[src/design/mawd_pkg.sv]
// shared types and constants for the motion activity window detector
`timescale 1ns / 1ps

package mawd_pkg;

  localparam int unsigned WIN_SIZE  = 32;
  localparam int unsigned WIN_AW    = $clog2(WIN_SIZE);
  localparam int unsigned MAG_W     = 16;
  localparam int unsigned SUM_W     = MAG_W + WIN_AW;
  localparam int unsigned AXIS_W    = 13;
  localparam int unsigned SQSUM_W   = 26;
  localparam int unsigned ROOT_W    = 13;
  localparam int unsigned REM_W     = 14;
  localparam int unsigned SCALE_W   = 12;
  localparam int unsigned PROD_W    = ROOT_W + SCALE_W + 1;
  localparam int unsigned MAG_SHIFT = 10;
  localparam int unsigned CNT_W     = 5;

  localparam logic [SCALE_W-1:0] MAG_SCALE = 12'd3793;

  localparam logic [CNT_W-1:0] AXIS_LAST = 5'd2;
  localparam logic [CNT_W-1:0] ROOT_LAST = 5'd12;
  localparam logic [CNT_W-1:0] SCAN_LAST = CNT_W'(WIN_SIZE - 1);

  // register indexes of the configuration port
  localparam logic [1:0] REG_AVG_HIGH  = 2'd0;
  localparam logic [1:0] REG_MAX_FLOOR = 2'd1;
  localparam logic [1:0] REG_MIN_CEIL  = 2'd2;
  localparam logic [1:0] REG_AVG_MID   = 2'd3;

  localparam logic [15:0] RST_AVG_HIGH  = 16'd2000;
  localparam logic [15:0] RST_MAX_FLOOR = 16'd2;
  localparam logic [15:0] RST_MIN_CEIL  = 16'd500;
  localparam logic [15:0] RST_AVG_MID   = 16'd1200;

  typedef enum logic [3:0] {
    ST_IDLE,
    ST_SQUARE,
    ST_ROOT,
    ST_SCALE,
    ST_UPDATE,
    ST_SCAN,
    ST_SCAN_END,
    ST_DONE
  } state_e;

  typedef struct packed {
    logic             load_in;
    logic             sq_step;
    logic             root_step;
    logic             scale;
    logic             update;
    logic             rd_scan;
    logic             scan_cmp;
    logic             scan_first;
    logic             out_load;
    logic [CNT_W-1:0] idx;
  } cmd_t;

  typedef struct packed {
    logic out_free;
  } stat_t;

  typedef struct packed {
    logic [15:0] avg_high;
    logic [15:0] max_floor;
    logic [15:0] min_ceil;
    logic [15:0] avg_mid;
  } cfg_t;

endpackage

[src/design/mawd_ctrl.sv]
// sequencing state machine for the motion activity window detector
`timescale 1ns / 1ps

module mawd_ctrl (
  input  logic            clk_i,
  input  logic            rst_ni,
  input  logic            s_valid_i,
  output logic            s_ready_o,
  input  mawd_pkg::stat_t stat_i,
  output mawd_pkg::cmd_t  cmd_o
);

  mawd_pkg::state_e             state_q, state_d;
  logic [mawd_pkg::CNT_W-1:0]   cnt_q, cnt_d;

  always_ff @(posedge clk_i or negedge rst_ni) begin
    if (!rst_ni) begin
      state_q <= mawd_pkg::ST_IDLE;
      cnt_q   <= '0;
    end else begin
      state_q <= state_d;
      cnt_q   <= cnt_d;
    end
  end

  always_comb begin
    state_d   = state_q;
    cnt_d     = cnt_q;
    s_ready_o = 1'b0;
    cmd_o     = '0;
    cmd_o.idx = cnt_q;
    case (state_q)
      mawd_pkg::ST_IDLE: begin
        s_ready_o = 1'b1;
        if (s_valid_i) begin
          cmd_o.load_in = 1'b1;
          cnt_d         = '0;
          state_d       = mawd_pkg::ST_SQUARE;
        end
      end
      mawd_pkg::ST_SQUARE: begin
        cmd_o.sq_step = 1'b1;
        if (cnt_q == mawd_pkg::AXIS_LAST) begin
          cnt_d   = '0;
          state_d = mawd_pkg::ST_ROOT;
        end else begin
          cnt_d = cnt_q + 1'b1;
        end
      end
      mawd_pkg::ST_ROOT: begin
        cmd_o.root_step = 1'b1;
        if (cnt_q == mawd_pkg::ROOT_LAST) begin
          cnt_d   = '0;
          state_d = mawd_pkg::ST_SCALE;
        end else begin
          cnt_d = cnt_q + 1'b1;
        end
      end
      mawd_pkg::ST_SCALE: begin
        // old entry at the write pointer is read in this cycle too
        cmd_o.scale = 1'b1;
        state_d     = mawd_pkg::ST_UPDATE;
      end
      mawd_pkg::ST_UPDATE: begin
        cmd_o.update = 1'b1;
        cnt_d        = '0;
        state_d      = mawd_pkg::ST_SCAN;
      end
      mawd_pkg::ST_SCAN: begin
        // read data is registered, so it arrives in the cycle after its address
        cmd_o.rd_scan    = 1'b1;
        cmd_o.scan_cmp   = (cnt_q != '0);
        cmd_o.scan_first = (cnt_q == {{(mawd_pkg::CNT_W-1){1'b0}}, 1'b1});
        if (cnt_q == mawd_pkg::SCAN_LAST) begin
          state_d = mawd_pkg::ST_SCAN_END;
        end else begin
          cnt_d = cnt_q + 1'b1;
        end
      end
      mawd_pkg::ST_SCAN_END: begin
        cmd_o.scan_cmp = 1'b1;
        state_d        = mawd_pkg::ST_DONE;
      end
      mawd_pkg::ST_DONE: begin
        if (stat_i.out_free) begin
          cmd_o.out_load = 1'b1;
          state_d        = mawd_pkg::ST_IDLE;
        end
      end
      default: begin
        state_d = mawd_pkg::ST_IDLE;
      end
    endcase
  end

endmodule

[src/design/mawd_dp.sv]
// datapath: squares, shared root unit, window ring, min/max scan and output register
`timescale 1ns / 1ps

module mawd_dp (
  input  logic                              clk_i,
  input  logic                              rst_ni,
  input  mawd_pkg::cmd_t                    cmd_i,
  output mawd_pkg::stat_t                   stat_o,
  input  mawd_pkg::cfg_t                    cfg_i,
  input  logic signed [mawd_pkg::AXIS_W-1:0] accel_x_i,
  input  logic signed [mawd_pkg::AXIS_W-1:0] accel_y_i,
  input  logic signed [mawd_pkg::AXIS_W-1:0] accel_z_i,
  input  logic                              out_ready_i,
  output logic                              out_valid_o,
  output logic [mawd_pkg::MAG_W-1:0]        magnitude_o,
  output logic [mawd_pkg::MAG_W-1:0]        window_min_o,
  output logic [mawd_pkg::MAG_W-1:0]        window_max_o,
  output logic [mawd_pkg::MAG_W-1:0]        window_mean_o,
  output logic                              active_o
);

  localparam int unsigned MW = mawd_pkg::MAG_W;

  logic signed [mawd_pkg::AXIS_W-1:0]  x_q, y_q, z_q;
  logic signed [mawd_pkg::AXIS_W-1:0]  axis_sel;
  logic signed [mawd_pkg::SQSUM_W-1:0] sq;
  logic [mawd_pkg::SQSUM_W-1:0]        acc_q;

  logic [mawd_pkg::SQSUM_W-1:0] rad_q, rad_src;
  logic [mawd_pkg::REM_W-1:0]   rem_q, rem_src;
  logic [mawd_pkg::ROOT_W-1:0]  root_q, root_src;
  logic [mawd_pkg::REM_W+1:0]   rem_t, trial, rem_diff;
  logic                         root_bit;

  logic [mawd_pkg::PROD_W-1:0]  prod;
  logic [MW-1:0]                mag_q;

  logic [MW-1:0]                mem_q [mawd_pkg::WIN_SIZE];
  logic [mawd_pkg::WIN_SIZE-1:0] vld_q;
  logic [mawd_pkg::WIN_AW-1:0]  wp_q, rd_addr;
  logic [MW-1:0]                rd_data_q, rd_val;
  logic                         rd_vld_q;

  logic [mawd_pkg::SUM_W-1:0]   sum_q;
  logic [MW-1:0]                min_q, max_q, mean;
  logic                         out_vld_q, act;

  // one axis squared per cycle
  always_comb begin
    case (cmd_i.idx[1:0])
      2'd0:    axis_sel = x_q;
      2'd1:    axis_sel = y_q;
      default: axis_sel = z_q;
    endcase
  end
  assign sq = axis_sel * axis_sel;

  always_ff @(posedge clk_i) begin
    if (cmd_i.load_in) begin
      x_q   <= accel_x_i;
      y_q   <= accel_y_i;
      z_q   <= accel_z_i;
      acc_q <= '0;
    end else if (cmd_i.sq_step) begin
      acc_q <= acc_q + $unsigned(sq);
    end
  end

  // restoring square root, two radicand bits per step
  always_comb begin
    if (cmd_i.idx == '0) begin
      rad_src  = acc_q;
      rem_src  = '0;
      root_src = '0;
    end else begin
      rad_src  = rad_q;
      rem_src  = rem_q;
      root_src = root_q;
    end
    rem_t    = {rem_src, rad_src[mawd_pkg::SQSUM_W-1 -: 2]};
    trial    = {1'b0, root_src, 2'b01};
    rem_diff = rem_t - trial;
    root_bit = (rem_t >= trial);
  end

  always_ff @(posedge clk_i) begin
    if (cmd_i.root_step) begin
      rad_q  <= {rad_src[mawd_pkg::SQSUM_W-3:0], 2'b00};
      rem_q  <= root_bit ? rem_diff[mawd_pkg::REM_W-1:0] : rem_t[mawd_pkg::REM_W-1:0];
      root_q <= {root_src[mawd_pkg::ROOT_W-2:0], root_bit};
    end
  end

  assign prod = {1'b0, root_q} * {1'b0, mawd_pkg::MAG_SCALE};

  always_ff @(posedge clk_i) begin
    if (cmd_i.scale) begin
      mag_q <= prod[mawd_pkg::MAG_SHIFT +: MW];
    end
  end

  // window ring
  assign rd_addr = cmd_i.rd_scan ? cmd_i.idx[mawd_pkg::WIN_AW-1:0] : wp_q;

  always_ff @(posedge clk_i) begin
    if (cmd_i.update) begin
      mem_q[wp_q] <= mag_q;
    end
    rd_data_q <= mem_q[rd_addr];
    rd_vld_q  <= vld_q[rd_addr];
  end

  // never-written entries read as zero
  assign rd_val = rd_vld_q ? rd_data_q : '0;

  always_ff @(posedge clk_i or negedge rst_ni) begin
    if (!rst_ni) begin
      vld_q <= '0;
      wp_q  <= '0;
      sum_q <= '0;
    end else if (cmd_i.update) begin
      vld_q[wp_q] <= 1'b1;
      sum_q       <= sum_q - {{mawd_pkg::WIN_AW{1'b0}}, rd_val}
                           + {{mawd_pkg::WIN_AW{1'b0}}, mag_q};
      if (wp_q == mawd_pkg::WIN_AW'(mawd_pkg::WIN_SIZE - 1)) begin
        wp_q <= '0;
      end else begin
        wp_q <= wp_q + 1'b1;
      end
    end
  end

  always_ff @(posedge clk_i) begin
    if (cmd_i.scan_cmp) begin
      if (cmd_i.scan_first || rd_val < min_q) begin
        min_q <= rd_val;
      end
      if (cmd_i.scan_first || rd_val > max_q) begin
        max_q <= rd_val;
      end
    end
  end

  assign mean = sum_q[mawd_pkg::WIN_AW +: MW];
  assign act  = (mean > cfg_i.avg_high) ||
                ((max_q > cfg_i.max_floor) && (min_q < cfg_i.min_ceil) &&
                 (mean > cfg_i.avg_mid));

  always_ff @(posedge clk_i) begin
    if (cmd_i.out_load) begin
      magnitude_o   <= mag_q;
      window_min_o  <= min_q;
      window_max_o  <= max_q;
      window_mean_o <= mean;
      active_o      <= act;
    end
  end

  always_ff @(posedge clk_i or negedge rst_ni) begin
    if (!rst_ni) begin
      out_vld_q <= 1'b0;
    end else if (cmd_i.out_load) begin
      out_vld_q <= 1'b1;
    end else if (out_ready_i) begin
      out_vld_q <= 1'b0;
    end
  end

  assign out_valid_o     = out_vld_q;
  assign stat_o.out_free = !out_vld_q || out_ready_i;

endmodule

[src/design/motion_activity_window_detector_top.sv]
// top level of the motion activity window detector: ports, config registers, wiring
//
//  channel   direction  payload
//  s_axis    in         tdata: accel_x[12:0], accel_y[25:13], accel_z[38:26], zero pad
//  m_axis    out        tdata: magnitude, window_min, window_max, window_mean; tuser: active
//  apb       in/out     four 16-bit threshold registers at byte addresses 0, 4, 8, 12
//
//  a sample goes through the squares, the root unit (two bits a step), the scale, the ring
//  update, the min/max scan over the window memory, which has one read port, and the
//  load of the output register; a new sample is taken only when the sequencer is back in
//  idle, so the block is through with one sample before it takes the next. reset
//  empties the ring through per-entry valid bits and loads the threshold defaults.
//  a stalled result holds the sequencer in its last state.
`timescale 1ns / 1ps

module motion_activity_window_detector_top (
  input  logic        clk_i,
  input  logic        rst_ni,
  input  logic        s_axis_tvalid,
  output logic        s_axis_tready,
  input  logic [39:0] s_axis_tdata,  // accel_x, accel_y, accel_z, pad
  output logic        m_axis_tvalid,
  input  logic        m_axis_tready,
  output logic [63:0] m_axis_tdata,  // magnitude, window_min, window_max, window_mean
  output logic [0:0]  m_axis_tuser,  // active
  input  logic        psel,
  input  logic        penable,
  input  logic        pwrite,
  input  logic [3:0]  paddr,
  input  logic [31:0] pwdata,
  output logic [31:0] prdata,
  output logic        pready
);

  mawd_pkg::cmd_t  cmd;
  mawd_pkg::stat_t stat;
  mawd_pkg::cfg_t  cfg_q;
  logic            cfg_wr;
  logic [15:0]     mag, wmin, wmax, wmean;
  logic            act;

  assign pready = 1'b1;
  assign cfg_wr = psel && penable && pwrite && pready;

  always_ff @(posedge clk_i or negedge rst_ni) begin
    if (!rst_ni) begin
      cfg_q.avg_high  <= mawd_pkg::RST_AVG_HIGH;
      cfg_q.max_floor <= mawd_pkg::RST_MAX_FLOOR;
      cfg_q.min_ceil  <= mawd_pkg::RST_MIN_CEIL;
      cfg_q.avg_mid   <= mawd_pkg::RST_AVG_MID;
    end else if (cfg_wr) begin
      case (paddr[3:2])
        mawd_pkg::REG_AVG_HIGH:  cfg_q.avg_high  <= pwdata[15:0];
        mawd_pkg::REG_MAX_FLOOR: cfg_q.max_floor <= pwdata[15:0];
        mawd_pkg::REG_MIN_CEIL:  cfg_q.min_ceil  <= pwdata[15:0];
        mawd_pkg::REG_AVG_MID:   cfg_q.avg_mid   <= pwdata[15:0];
        default: ;
      endcase
    end
  end

  always_comb begin
    case (paddr[3:2])
      mawd_pkg::REG_AVG_HIGH:  prdata = {16'd0, cfg_q.avg_high};
      mawd_pkg::REG_MAX_FLOOR: prdata = {16'd0, cfg_q.max_floor};
      mawd_pkg::REG_MIN_CEIL:  prdata = {16'd0, cfg_q.min_ceil};
      mawd_pkg::REG_AVG_MID:   prdata = {16'd0, cfg_q.avg_mid};
      default:                 prdata = '0;
    endcase
  end

  mawd_ctrl u_ctrl (
    .clk_i     (clk_i),
    .rst_ni    (rst_ni),
    .s_valid_i (s_axis_tvalid),
    .s_ready_o (s_axis_tready),
    .stat_i    (stat),
    .cmd_o     (cmd)
  );

  mawd_dp u_dp (
    .clk_i         (clk_i),
    .rst_ni        (rst_ni),
    .cmd_i         (cmd),
    .stat_o        (stat),
    .cfg_i         (cfg_q),
    .accel_x_i     (s_axis_tdata[12:0]),
    .accel_y_i     (s_axis_tdata[25:13]),
    .accel_z_i     (s_axis_tdata[38:26]),
    .out_ready_i   (m_axis_tready),
    .out_valid_o   (m_axis_tvalid),
    .magnitude_o   (mag),
    .window_min_o  (wmin),
    .window_max_o  (wmax),
    .window_mean_o (wmean),
    .active_o      (act)
  );

  assign m_axis_tdata = {wmean, wmax, wmin, mag};
  assign m_axis_tuser = act;

endmodule

[config.mk]
export PLATFORM = sky130hd
export DESIGN_NAME = motion_activity_window_detector_top
export DESIGN_NICKNAME = d
export VERILOG_FILES = /design/src/design/mawd_pkg.sv /design/src/design/mawd_ctrl.sv /design/src/design/mawd_dp.sv /design/src/design/motion_activity_window_detector_top.sv
export SDC_FILE = /design/constraint.sdc
export NUM_CORES = 2
export LEC_CHECK = 0
export BUFFER_PORTS_ARGS = -buffer_cell sky130_fd_sc_hd__buf_4
export CAP_MARGIN = 10
export CORE_AREA = 5 5 310 312
export CTS_CLUSTER_SIZE = 10
export DETAILED_ROUTE_END_ITERATION = 8
export DIE_AREA = 0 0 315 317
export GPL_TIMING_DRIVEN = 0
export HOLD_SLACK_MARGIN = 0.15
export PLACE_DENSITY = 0.72
export SKIP_CTS_REPAIR_TIMING = 1
export SLEW_MARGIN = 20
export SYNTH_ARGS = -nofsm -noshare
export SYNTH_HDL_FRONTEND = slang
export SYNTH_SLANG_ARGS = --single-unit
[constraint.sdc]
create_clock -name clk_i -period 10.4 [get_ports clk_i]
set_clock_uncertainty 0.05 [all_clocks]
set_input_delay 1.04 -clock clk_i [delete_from_list [all_inputs] [get_ports clk_i]]
set_output_delay 1.04 -clock clk_i [all_outputs]
set_load 0.1 [all_outputs]
==> results.toml <==
[place]
port_buffers = 141
gp_congestion = 0.903
post-dp-hpwl_um = 78900
dp_worst_setup_slack_ns = 1.17
dp.cells = 4928

[yosys]
synth_top_area_share_pct = 44.1
ys_seq_area_share_pct = 53.1
yosys-top-cells-area = "edfxtp_1 44%, fa_1 10%, ha_1 8.3%"
ys_types = 76
synth_most_common_cell = "edfxtp_1"
yosys_warnings = 0
async_reset_ff_share_pct = 15.4
synthTopCellsByCount = "677 x edfxtp_1, 508 x inv_1, 333 x nand2_1, 307 x ha_1, 233 x fa_1"
syn_inst = 3466
synthesis.area_um2 = 46100
synth_edf_count = 677
avgSynthCellArea_um2 = 13.3
synthFlopType = "edfxtp_1"
netlist.top_cell.by_area = "edfxtp_1"
synth-seq-cells = 850

[routing]
wirelength_um = 108000
vias = 28300
antenna_left = 0
wl_per_cell_um = 21.1
drc = 0
routed_via_density = 5.55
first_pass_iters = 6
drt-initial-drc-count = 2533

[critical_path]
path_max_fanout = 10
critical_path_class = "flip-flop to flip-flop"
crit_top_cell = "fa_1"
r2r-end = "u_dp.acc_q[25]"
cp_data_required_time_ns = 10.86
start_kind = "flip-flop"
rrSetupSlack_ns = 1.06
reg2regPathDepth = 26
critical_path_arrival_ns = 9.81
end_kind = "flip-flop"
r2r_start = "u_ctrl.cnt_q[0]"
critPathMaxStageDelay_ns = 0.76
cp_slowest_cell = "a21oi_1"

[die]
die_y_um = 317
start_util_pct = 49.7
die-area_um2 = 99900
pin_count = 183
die_x_um = 315
rows = 112
core-area_um2 = 92800

[sta]
setup_viol = 0
final_hold_viol_count = 0
setup_ws_ns = 1.06
tightest_slew_ns = 1.02
fin_crit_ns = 9.34
slew_viol_final = 0
max_freq_ghz = 0.107
tns_ns = 0
rsz0062_at_grt = "false"
slew_headroom_pct = 31.9
post-route-period-util_pct = 89.8

[clocking]
clockRootBuffer = "clkbuf_16"
clkTransAtPathRegs_ns = 0.06
cts_made_buffers = 98
htree_num_levels = 3
clk_latency_ns = 0.68
cts_tree = "yes"
cts.sinks = 850
clockBufferDepth = 3

[cells_and_area]
finalNetCount = 4397
area_growth_pct = 14.1
n_fill_cell = 7342
n_antenna_cell = 0
final_layout_size_suffix_gt1_share_pct = 17.3
fin_cells = 5111
fin_util_pct = 56.7

[hold_path]
min_path_type = "primary input to async pin"

[global_routing]
grt_max_degree = 67
antenna_found_initial = 1
grt.total_usage_pct = 21.7
grt_pass1_vias = 29100
grt_overflow = 0
grt_pass1_wl_um = 167000

[flow_run]
maxCapViolations = 0

[run_status]
outcome = "finished, final reports clean"
sequential cells by signal, indices dropped and copies added, names as in the netlist, 16 cells and up:
signal,count
u_dp.vld_q,32
u_dp.window_mean_o,16
cfg_q,64
u_dp.sum_q,21
u_dp.mem_q,480
u_dp.acc_q,26
u_dp.rad_q,24
through the flow:
stage               hold WS, ns  cell area [um2]
finish                    0.271            52600
global placement          0.392            48800
floorplan                 0.382            46200
global route              0.311            52600
CTS                       0.307            52600
detailed placement        0.399            49600
critical path: cells and delay by family, from the launching register on:
| kind | cells | cell delay, ns |
|---|---|---|
| adders and majority gates | 8 | 3.66 |
| AOI/OAI and AO/OA | 8 | 2.24 |
| buffers and inverters | 7 | 1.82 |
| and+or+nand+nor | 3 | 0.91 |
| DFF | 1 | 0.50 |
cell families (layout without fill, tap and decap cells):
group / count (synthesis) / after routing / share of synthesized area (%)
flops: 850 / 850 / 53.1
simple gates: 760 / 760 / 7.52
buf+inv: 640 / 1013 / 5.48
fa+ha+maj: 540 / 540 / 18.4
compound gates: 378 / 378 / 5.18
mux: 218 / 218 / 8.81
xor+xnor: 78 / 78 / 1.48
other cells: 2 / 20 / 0.0163
worst max-delay path by stage:
| stage | startpoint | to | slack (ns) | depth (start not counted) |
|---|---|---|---|---|
| floorplan | u_ctrl.cnt_q[0] | u_dp.acc_q[25] | 2.75 | 26 |
| global placement | u_ctrl.cnt_q[0] | u_dp.acc_q[25] | 1.24 | 26 |
| detailed placement | u_ctrl.cnt_q[0] | u_dp.acc_q[25] | 1.17 | 26 |
| CTS | u_ctrl.cnt_q[0] | u_dp.acc_q[25] | 1.09 | 26 |
| global route | u_ctrl.cnt_q[0] | u_dp.acc_q[25] | 0.45 | 26 |
| finish | u_ctrl.cnt_q[0] | u_dp.acc_q[25] | 1.06 | 26 |
layout by cell type (no fill, tap or decap), types with 106 or more instances in the layout:
master / Yosys / final
nand2_1: 333 / 333
dfrtp_1: 114 / 114
ha_1: 307 / 307
nand3_1: 106 / 106
edfxtp_1: 677 / 677
fa_1: 233 / 233
inv_1: 508 / 508
buf_4: 21 / 161
clkbuf_1: 68 / 136
mux4_2: 144 / 144
o21ai_0: 122 / 122
area by class of cell:
type                            instances  area, um2  share of cell area, %
Inverter                              515       1930                   3.67
Buffer                                125        596                   1.13
Clock inverter                          7        119                  0.226
Multi-Input combinational cell       1994      19300                   36.7
Sequential cell                       850      24500                   46.5
Tap cell                             1254       1570                   2.98
Timing Repair Buffer                  190       1770                   3.37
Clock buffer                          176       2870                   5.45
layer usage:
| metal | track usage (%) | wire length (um) | part of all wire, % |
|---|---|---|---|
| met4 | 6.33 | 2970 | 2.8 |
| met2 | 36.5 | 52500 | 49 |
| met1 | 29.7 | 43900 | 41 |
| met5 | 0 | 0 | 0 |
| met3 | 3.45 | 8340 | 7.7 |
Power is left out: the tool's default activity adds up to more than one toggle a clock period on the data nets, which glitch-free logic cannot reach.
